[src/hw/rtl/fdr_pkg.sv]
// Shared types and constants for the dielectric Fresnel reflectance pipeline.
// No dependencies.
`default_nettype none
package fdr_pkg;

  localparam int unsigned SQRT_STEPS = 15;  // root bits of a Q1.14 value
  localparam int unsigned SINT_STEPS = 14;  // quotient bits of sin_t
  localparam int unsigned COEF_STEPS = 17;  // quotient bits of a Q1.16 coefficient

  localparam logic [16:0] Q14_ONE = 17'd16384;
  localparam logic [28:0] Q28_ONE = 29'd268435456;
  localparam logic [16:0] Q16_ONE = 17'd65536;

  localparam logic [15:0] INDEX_INCIDENT_RESET    = 16'd4096;
  localparam logic [15:0] INDEX_TRANSMITTED_RESET = 16'd6144;

  // Register decode on paddr[2]
  localparam logic REG_INDEX_INCIDENT    = 1'b0;
  localparam logic REG_INDEX_TRANSMITTED = 1'b1;

  // Values that travel with an item down the whole pipeline
  typedef struct packed {
    logic [15:0] ni;
    logic [15:0] nt;
    logic [14:0] c;
    logic        tir;
  } side_t;

  // Bit-pair square root step state
  typedef struct packed {
    logic [16:0] rem;
    logic [14:0] root;
    logic [29:0] val;
  } sqrt_t;

  // Restoring division step state
  typedef struct packed {
    logic [31:0] rem;
    logic [16:0] low;
    logic [16:0] quo;
    logic [31:0] dvs;
  } div_t;

endpackage
`default_nettype wire

[src/hw/rtl/fdr_div_cell.sv]
// One cell of a restoring divider chain: one quotient bit per cycle while en is high.
// Depends on fdr_pkg.
`default_nettype none
module fdr_div_cell import fdr_pkg::*; (
  input  wire logic  clk,
  input  wire logic  rst,
  input  wire logic  en,
  input  wire logic  valid_i,
  input  wire side_t side_i,
  input  wire div_t  data_i,
  output logic       valid_o,
  output side_t      side_o,
  output div_t       data_o
);

  logic [32:0] r;
  logic        ge;
  div_t        data_next;

  // shift in one dividend bit, subtract when it fits
  always_comb begin
    r  = {data_i.rem, data_i.low[16]};
    ge = (r >= {1'b0, data_i.dvs});
    data_next.rem = ge ? 32'(r - {1'b0, data_i.dvs}) : r[31:0];
    data_next.low = {data_i.low[15:0], 1'b0};
    data_next.quo = {data_i.quo[15:0], ge};
    data_next.dvs = data_i.dvs;
  end

  always_ff @(posedge clk) begin
    if (rst) begin
      valid_o <= 1'b0;
    end else if (en) begin
      valid_o <= valid_i;
    end
  end

  always_ff @(posedge clk) begin
    if (en) begin
      side_o <= side_i;
      data_o <= data_next;
    end
  end

endmodule
`default_nettype wire

[config.mk]
export PLATFORM = sky130hd
export DESIGN_NAME = fdr_div_cell
export DESIGN_NICKNAME = d
export VERILOG_FILES = /design/src/hw/rtl/fdr_pkg.sv /design/src/hw/rtl/fdr_div_cell.sv
export SDC_FILE = /design/constraint.sdc
export NUM_CORES = 1
export LEC_CHECK = 0
export BUFFER_PORTS_ARGS = -buffer_cell sky130_fd_sc_hd__buf_4
export CAP_MARGIN = 10
export CELL_PAD_IN_SITES_DETAIL_PLACEMENT = 0
export CELL_PAD_IN_SITES_GLOBAL_PLACEMENT = 2
export CORE_MARGIN = 2
export CORE_UTILIZATION = 32
export CTS_BUF_LIST = sky130_fd_sc_hd__clkbuf_8 sky130_fd_sc_hd__clkbuf_16
export DETAILED_ROUTE_END_ITERATION = 12
export PLACE_DENSITY = 0.84
export RECOVER_POWER = 50
export SKIP_CTS_REPAIR_TIMING = 1
export SYNTH_ARGS = -nofsm -noshare
export SYNTH_HDL_FRONTEND = slang
export SYNTH_SLANG_ARGS = --single-unit
[constraint.sdc]
create_clock -name clk -period 5.25 [get_ports clk]
set_clock_uncertainty 0.1 [all_clocks]
set_input_delay 1.05 -clock clk [delete_from_list [all_inputs] [get_ports clk]]
set_output_delay 1.05 -clock clk [all_outputs]
set_load 0.05 [all_outputs]
==> flow_metrics.tcl <==
set metrics [dict create \
    status "complete, but fails checks" \
    violations "capacitance limit, slew limit" \
    grt_pass1_wl_um 29100 \
    tightest_slew_ps 3380 \
    syn_area_sq_um 6610 \
    syn2layout_area_growth_pct 43.3 \
    ys_types 49 \
    synth.top_cell.area_share_pct 65.9 \
    syn-num-nets 676 \
    synthCells 493 \
    rows 52 \
    initial_utilization_pct 32.6 \
    insertedDiodeCount 0 \
    cp.depth 2 \
    grt_overflow 0 \
    worstPathCellList "clkdlybuf4s25_1 > buf_4" \
    drc_errors 0 \
    setup_viol 0 \
    tritoncts "done" \
    clk_pin_slew_ps 70 \
    fillers 1896 \
    reg2reg_slack_ps 4490 \
    synthTopCellsByArea "edfxtp_1 66%, ha_1 6.1%, a21oi_1 4.1%" \
    drive_gt1_share_pct 35.5 \
    die_x_um 148 \
    maxCapViolCount 1 \
    core_area_sq_um 20200 \
    synth-seq-cells 146 \
    critPathRequiredTime_ps 5210 \
    drv_slew 69 \
    max_slew_margin_pct -125 \
    path_max_fanout 68 \
    die-area_sq_um 21800 \
    clk_latency_ps 420 \
    cp_slowest_cell "clkdlybuf4s25_1" \
    wl_um 19200 \
    dp_worst_setup_slack_ps 677 \
    vias 5113 \
    hpwlAfterDp_um 14900 \
    async_flop_share_pct 0 \
    avgSynthCellArea_sq_um 13.4 \
    ys.flop_type "edfxtp_1" \
    dp_cells 1043 \
    holdCritPathClass "register to register" \
    final_cells 1075 \
    synth.most_common_cell "edfxtp_1" \
    yosysTopAreaCell "edfxtp_1" \
    critPathMaxStageDelay_ps 2550 \
    rsz0062_at_grt "no" \
    cts_buffers 17 \
    yosysWarnings 0 \
    crit_type "primary input to register" \
    setup.worst_path.start "en" \
    setup_slack_ps 781 \
    worstRegToRegCells 2 \
    endpoint_kind "register" \
    nets 975 \
    clock-sinks 146 \
    portBuffers 294 \
    power_density_nw_per_um2 379 \
    synth_edf_count 145 \
    vias_per_cell 4.76 \
    vdd_drop_max_uv 214 \
    h-tree-depth 4 \
    ys_top_cells_by_count "145 x edfxtp_1, 54 x a21oi_1, 38 x inv_1" \
    ios 297 \
    gp_congestion 0.781 \
    dieHeight_um 148 \
    cts_buffer_depth 2 \
    fin_crit_ps 4470 \
    startpoint_type "primary input" \
    cp.arrival_ps 4430 \
    grt_use_total_pct 17.4 \
    antenna_found_initial 0 \
    r2r-start "valid_o" \
    synth-seq-area-share_pct 66.2 \
    crit_buf_inv 2 \
    route.antenna.remaining_nets 0 \
    hold_violations 0 \
    drtIter0Drc 327 \
    grt_max_degree 69 \
    cts_root_buffer "clkbuf_16" \
    cp_top_family "buffers and inverters" \
    setup_tns_ps 0 \
    fmax_mhz 224 \
    first_pass_iters 5 \
    leakage_uw 0.00399 \
    worstSetupEndpoint "data_o[38]" \
    grt_pass1_vias 5060 \
    r2r_end "valid_o" \
    wire_per_inst_um 17.9 \
    period_share_pct 85.1 \
]
power by group:
group	internal, uW	switching [uW]	total (uW)
clock	629	551	1180
combinational	296	660	956
sequential	1420	31.3	1450
through the flow:
stage          cell area (sq um)  hold slack [ps]  total power (uW)  utilization [%]
2_1_floorplan               6610              633              2110                -
3_3_place_gp                9090              385              2460             44.9
3_5_place_dp                9090              419              2470             44.9
4_1_cts                     9660              433              3660             47.8
6_report                    9460              425              3590             46.8
5_1_grt                     9460              485              3730             46.8
placed cells by master, fill, tap and decap left out, drive strengths merged, types with 2 or more instances in the layout:
master	Yosys	layout
o21a	6	6
nor2	37	37
ha	32	32
nand4	7	7
a31oi	5	5
nor3	2	2
nor2b	2	2
a21oi	54	54
o21ai	17	17
edfxtp	145	145
o22ai	2	2
o21bai	3	3
nand2b	4	4
nand3	8	8
a211o	2	2
a2bb2oi	2	2
o211ai	4	4
buf	12	145
a211oi	4	4
mux2	10	10
and4	2	2
o31ai	2	2
a21o	12	12
clkinv	0	6
mux2i	3	3
xnor2	16	16
nand2	27	27
nor4	4	4
clkbuf	6	169
o41ai	2	2
inv	38	46
xor2	11	11
flip-flops by register name (all words and copies together) (netlist names):
register  count
data_o       97
side_o       48
valid_o       1
layout make-up:
| cell class | count | area, sq um | share of cell area, % |
|---|---|---|---|
| Sequential cell | 146 | 4370 | 46.2 |
| Timing Repair Buffer | 298 | 2040 | 21.6 |
| Multi-Input combinational cell | 291 | 2000 | 21.1 |
| Clock buffer | 17 | 425 | 4.49 |
| Tap cell | 270 | 338 | 3.57 |
| Clock inverter | 15 | 148 | 1.56 |
| Inverter | 38 | 143 | 1.51 |
cell families after synthesis:
family	Yosys count	share of synthesized area (%)
AOI/OAI and AO/OA	118	11.1
buffers and inverters	56	3.58
adders and majority gates	33	6.36
xor gates and xnor gates	27	3.58
DFF	146	66.2
muxes	13	2.16
and+or+nand+nor	99	6.91
other	1	0.0568
worst min-delay path by stage:
stage          slack, ps  startpoint  cells after the start       to
6_report             420     valid_o                      2  valid_o
3_5_place_dp         420     valid_o                      2  valid_o
2_1_floorplan        630     valid_o                      2  valid_o
3_3_place_gp         380     valid_o                      2  valid_o
5_1_grt              480     valid_o                      2  valid_o
4_1_cts              430     valid_o                      2  valid_o
routing by layer:
metal / track usage [%] / up-vias / wire (um)
li1: - / 2437 / -
met1: 21.1 / 2421 / 7780
met2: 29.6 / 230 / 9600
met3: 5.12 / 25 / 1550
met4: 6.15 / 0 / 297
met5: 0 / - / 0
No activity file was read; power rests on OpenSTA's default activity.
