<file path="config.mk">
export PLATFORM = sky130hd
export DESIGN_NAME = fdr_sqrt_cell
export DESIGN_NICKNAME = d
export VERILOG_FILES = /design/src/hw/rtl/fdr_pkg.sv /design/src/hw/rtl/fdr_sqrt_cell.sv
export SDC_FILE = /design/constraint.sdc
export NUM_CORES = 1
export LEC_CHECK = 0
export ABC_AREA = 0
export BUFFER_PORTS_ARGS = -buffer_cell sky130_fd_sc_hd__buf_2
export CAP_MARGIN = 25
export CORE_ASPECT_RATIO = 2
export CORE_MARGIN = 5
export CORE_UTILIZATION = 41
export DETAILED_ROUTE_END_ITERATION = 12
export PLACE_DENSITY = 0.79
export SYNTH_ARGS = -nofsm -noshare
export SYNTH_HDL_FRONTEND = slang
export SYNTH_SLANG_ARGS = --single-unit
</file>
<file path="constraint.sdc">
create_clock -name clk -period 2.77 [get_ports clk]
set_clock_uncertainty 0.2 [all_clocks]
set_input_delay 0.554 -clock clk [delete_from_list [all_inputs] [get_ports clk]]
set_output_delay 0.554 -clock clk [all_outputs]
set_load 0.005 [all_outputs]
</file>
<file path="src/hw/rtl/fdr_pkg.sv">
// Shared types and constants for the dielectric Fresnel reflectance pipeline.
// No dependencies.
`default_nettype none
package fdr_pkg;

  localparam int unsigned SQRT_STEPS = 15;  // root bits of a Q1.14 value
  localparam int unsigned SINT_STEPS = 14;  // quotient bits of sin_t
  localparam int unsigned COEF_STEPS = 17;  // quotient bits of a Q1.16 coefficient

  localparam logic [16:0] Q14_ONE = 17'd16384;
  localparam logic [28:0] Q28_ONE = 29'd268435456;
  localparam logic [16:0] Q16_ONE = 17'd65536;

  localparam logic [15:0] INDEX_INCIDENT_RESET    = 16'd4096;
  localparam logic [15:0] INDEX_TRANSMITTED_RESET = 16'd6144;

  // Register decode on paddr[2]
  localparam logic REG_INDEX_INCIDENT    = 1'b0;
  localparam logic REG_INDEX_TRANSMITTED = 1'b1;

  // Values that travel with an item down the whole pipeline
  typedef struct packed {
    logic [15:0] ni;
    logic [15:0] nt;
    logic [14:0] c;
    logic        tir;
  } side_t;

  // Bit-pair square root step state
  typedef struct packed {
    logic [16:0] rem;
    logic [14:0] root;
    logic [29:0] val;
  } sqrt_t;

  // Restoring division step state
  typedef struct packed {
    logic [31:0] rem;
    logic [16:0] low;
    logic [16:0] quo;
    logic [31:0] dvs;
  } div_t;

endpackage
`default_nettype wire

</file>
<file path="src/hw/rtl/fdr_sqrt_cell.sv">
// One cell of the square root chain: resolves one root bit per cycle while en is high.
// Depends on fdr_pkg.
`default_nettype none
module fdr_sqrt_cell import fdr_pkg::*; (
  input  wire logic  clk,
  input  wire logic  rst,
  input  wire logic  en,
  input  wire logic  valid_i,
  input  wire side_t side_i,
  input  wire sqrt_t data_i,
  output logic       valid_o,
  output side_t      side_o,
  output sqrt_t      data_o
);

  logic [18:0] r;
  logic [16:0] trial;
  logic        ge;
  sqrt_t       data_next;

  // bring in the next bit pair and try a one bit
  always_comb begin
    r     = {data_i.rem, data_i.val[29:28]};
    trial = {data_i.root, 2'b01};
    ge    = (r >= {2'b00, trial});
    data_next.rem  = ge ? 17'(r - {2'b00, trial}) : r[16:0];
    data_next.root = {data_i.root[13:0], ge};
    data_next.val  = {data_i.val[27:0], 2'b00};
  end

  always_ff @(posedge clk) begin
    if (rst) begin
      valid_o <= 1'b0;
    end else if (en) begin
      valid_o <= valid_i;
    end
  end

  always_ff @(posedge clk) begin
    if (en) begin
      side_o <= side_i;
      data_o <= data_next;
    end
  end

endmodule
`default_nettype wire

</file>
==> flow_summary_export.csv <==
group,metric,value,unit
status,outcome,"finished clean",
yosys,yosysSeqAreaShare,72.8,%
floorplanning,start_util,41.5,%
yosys,yosys.area_share.simple,4.19,%
timing,slew_headroom,61.2,%
grt,antenna_found_initial,2,
clock_network,clk_latency,0.34,ns
clock_network,clkTransAtPathRegs,0.08,ns
grt,busiest_layer,"met2",
timing,fin_crit_sh,93.5,%
clock_network,cts_tree,"done",
timing,fmax,386,MHz
power_and_ir_drop,p_leak,0.00287,µW
timing,tightest_slew,0.582,ns
cells_and_area,fillers,914,
cells_and_area,drive_gt1_share,55.1,%
cells_and_area,multi_input_area,0.00108,mm²
critical_path,cp-start-kind,"primary input",
route,vias,3290,
grt,grt_pass1_wl,17.5,mm
critical_path,crit_top_cell,"nand2_1",
yosys,yosysWarnings,0,
critical_path,critPathBufInv,3,
critical_path,worstSetupPathType,"in2reg",
clock_network,cts-htree-levels,3,
floorplanning,core,0.0108,mm²
grt,grt_use_met1,16.9,%
place,port-buffer-count,222,
yosys,synth_top_family_by_area,"compound AO/OA/AOI/OAI gates",
min_path,hp-class,"in2reg",
route,firstDrtPassIters,4,
route,via_per_inst,4.82,
cells_and_area,regArea,0.00326,mm²
critical_path,worstPathArrival,2.48,ns
power_and_ir_drop,p_total,4010,µW
clock_network,numCtsBuffers,9,
floorplanning,die_h,158,µm
floorplanning,die_x,83.9,µm
grt,met2_usage,33.2,%
timing,min_period,2.59,ns
yosys,synth-seq-cells,109,
grt,overflow,0,
grt,grtUsageTotal,17.4,%
timing,rsz0062_at_grt,"no",
grt,grt_pass1_vias,3441,
min_path,hp-start,"rst",
critical_path,cpMaxStageDelayCell,"ha_1",
yosys,dominantRegCellSynth,"edfxtp_1",
power_and_ir_drop,vdd_drop_max,0.392,mV
yosys,syn_area_per_cell,16.5,µm²
grt,met3_usage,3.91,%
yosys,synthesis.instances,271,
critical_path,cpPeakStageDelay,0.38,ns
clock_network,cts_root_buffer,"clkbuf_16",
timing,hold_viol,0,
critical_path,end_kind,"flip-flop",
timing,setup_violations,0,
cells_and_area,fin_cells,683,
critical_path,cp_top_family,"compound AO/OA/AOI/OAI gates",
run,maxCapViolCount,0,
floorplanning,fp.dieArea,0.0132,mm²
clock_network,clockBufferDepth,2,
timing,maxSlewViolCount,0,
floorplanning,io_pins,225,
route,remaining_drc_errors,0,
yosys,netlist_area,0.00448,mm²
route,drtIter0Drc,115,
place,dp_hpwl,9.70,mm
cells_and_area,nets,667,
critical_path,r2r-start,"valid_o",
place,dp.cells,665,
clock_network,cts_sinks,109,
route,totalWireLength,12.0,mm
power_and_ir_drop,power_density,630,mW/mm²
timing,finalSetupTns,0,ns
yosys,synth_edf_count,108,
yosys,synth_mux_area_share,4.58,%
floorplanning,rows,54,
clock_network,post_cts_buffers,0,
yosys,synth_xor_area_share,2.54,%
route,wl_per_cell,17.5,µm
clock_network,post_cts_resize_count,0,
critical_path,cp-startpoint,"data_i[38]",
place,gp_congestion,0.876,
yosys,synth_compound_area_share,7.79,%
route,drtAntennaViolNets,0,
critical_path,required,2.66,ns
timing,hold_ws,0.162,ns
grt,grt_max_degree,110,
critical_path,critical_path_peak_fanout,8,
critical_path,path_cells,"buf_2 > inv_1 > ha_1 > nand2_1 > o21ai_0 > nand2_1 > o21a_1 > o221ai_4 > buf_12 > mux2_2",
yosys,synth_cell_type_count,44,
yosys,async_flop_share,0,%
cells_and_area,synthToLayoutAreaGrowth,41.8,%
yosys,synthAdderAreaFrac,4.75,%
clock_network,postCtsHoldBufs,0,
==> layout by cell type (no fill, tap or decap), types with 2 or more instances in the layout <==
cell type,Yosys,routed
clkbuf_16,0,9
a211oi_1,2,2
o21a_1,2,2
nand4_1,3,3
xor2_1,4,4
o21ai_2,2,2
buf_12,1,3
buf_4,2,36
nor2_1,12,12
diode_2,0,2
nor3_1,5,5
mux2_4,5,5
a21o_1,2,2
conb_1,1,2
nand3_1,4,4
inv_8,0,2
buf_2,2,221
mux2i_1,4,4
o211ai_1,2,2
nand2_1,8,8
ha_1,17,17
o21ai_0,8,8
mux2_2,8,8
a21oi_1,15,15
inv_1,23,23
edfxtp_1,108,108
or3_1,2,2
xnor2_1,9,9
and3_4,2,2
==> final cells by class <==
cell class | instances | area share, %
Antenna cell | 2 | 0.0787
Clock buffer | 9 | 3.54
Clock inverter | 7 | 1.40
Inverter | 23 | 1.36
Multi-Input combinational cell | 133 | 16.9
Sequential cell | 109 | 51.3
Tap cell | 140 | 2.76
Timing Repair Buffer | 260 | 22.6
==> cell usage after synthesis, types with 2 or more instances <==
library cell | number | share of area (%)
mux2_4 | 5 | 1.7
inv_1 | 23 | 1.9
o211ai_1 | 2 | 0.33
nor3_1 | 5 | 0.56
nand4_1 | 3 | 0.42
o21a_1 | 2 | 0.33
xnor2_1 | 9 | 1.8
and3_4 | 2 | 0.50
or3_1 | 2 | 0.28
buf_4 | 2 | 0.33
edfxtp_1 | 108 | 72
nor2_1 | 12 | 1.0
o21ai_2 | 2 | 0.39
o21ai_0 | 8 | 0.89
mux2_2 | 8 | 2.0
buf_2 | 2 | 0.22
ha_1 | 17 | 4.7
mux2i_1 | 4 | 0.89
a211oi_1 | 2 | 0.33
a21oi_1 | 15 | 1.7
nand3_1 | 4 | 0.45
xor2_1 | 4 | 0.78
a21o_1 | 2 | 0.33
nand2_1 | 8 | 0.67
==> report_power, final <==
part           internal, µW  total [µW]  switching (µW)
Clock                   722        1320             596
Sequential             1990        2030            37.0
Combinational           345         663             318
Total                  3060        4010             951
==> final timing paths <==
check | slack (ns) | end | depth (start not counted)
setup reg to reg | 1.99 | valid_o | 2
hold / removal | 0.16 | valid_o | 2
hold reg to reg | 0.30 | valid_o | 2
setup / recovery | 0.18 | data_o[53] | 10
==> through the flow <==
step           instance area (µm²)  util [%]  setup slack [ns]
6_report                      6360      58.8             0.179
5_1_grt                       6360      58.8            0.0924
4_1_cts                       6350      58.8             0.204
3_5_place_dp                  6040      55.8            -0.150
3_3_place_gp                  6040      55.8            -0.116
2_1_floorplan                 4490         -           0.00312
==> registers in the layout, summed over array words and instances (netlist names) <==
signal and cells:
valid_o 1, data_o 60, side_o 48
==> per-layer routing <==
layer	vias to the layer above	wire length (µm)	share of wire, %
li1	1558	-	-
met5	-	0	0
met1	1563	3980	33
met2	140	6750	56
met4	0	499	4.2
met3	29	734	6.1
==> cells by family after synthesis <==
kind of cell | count (synthesis)
fa+ha+maj | 17
xor+xnor | 13
buf+inv | 30
flops | 109
mux | 17
simple gates | 38
compound gates | 46
other cells | 1
No activity file was read; power rests on OpenSTA's default activity.
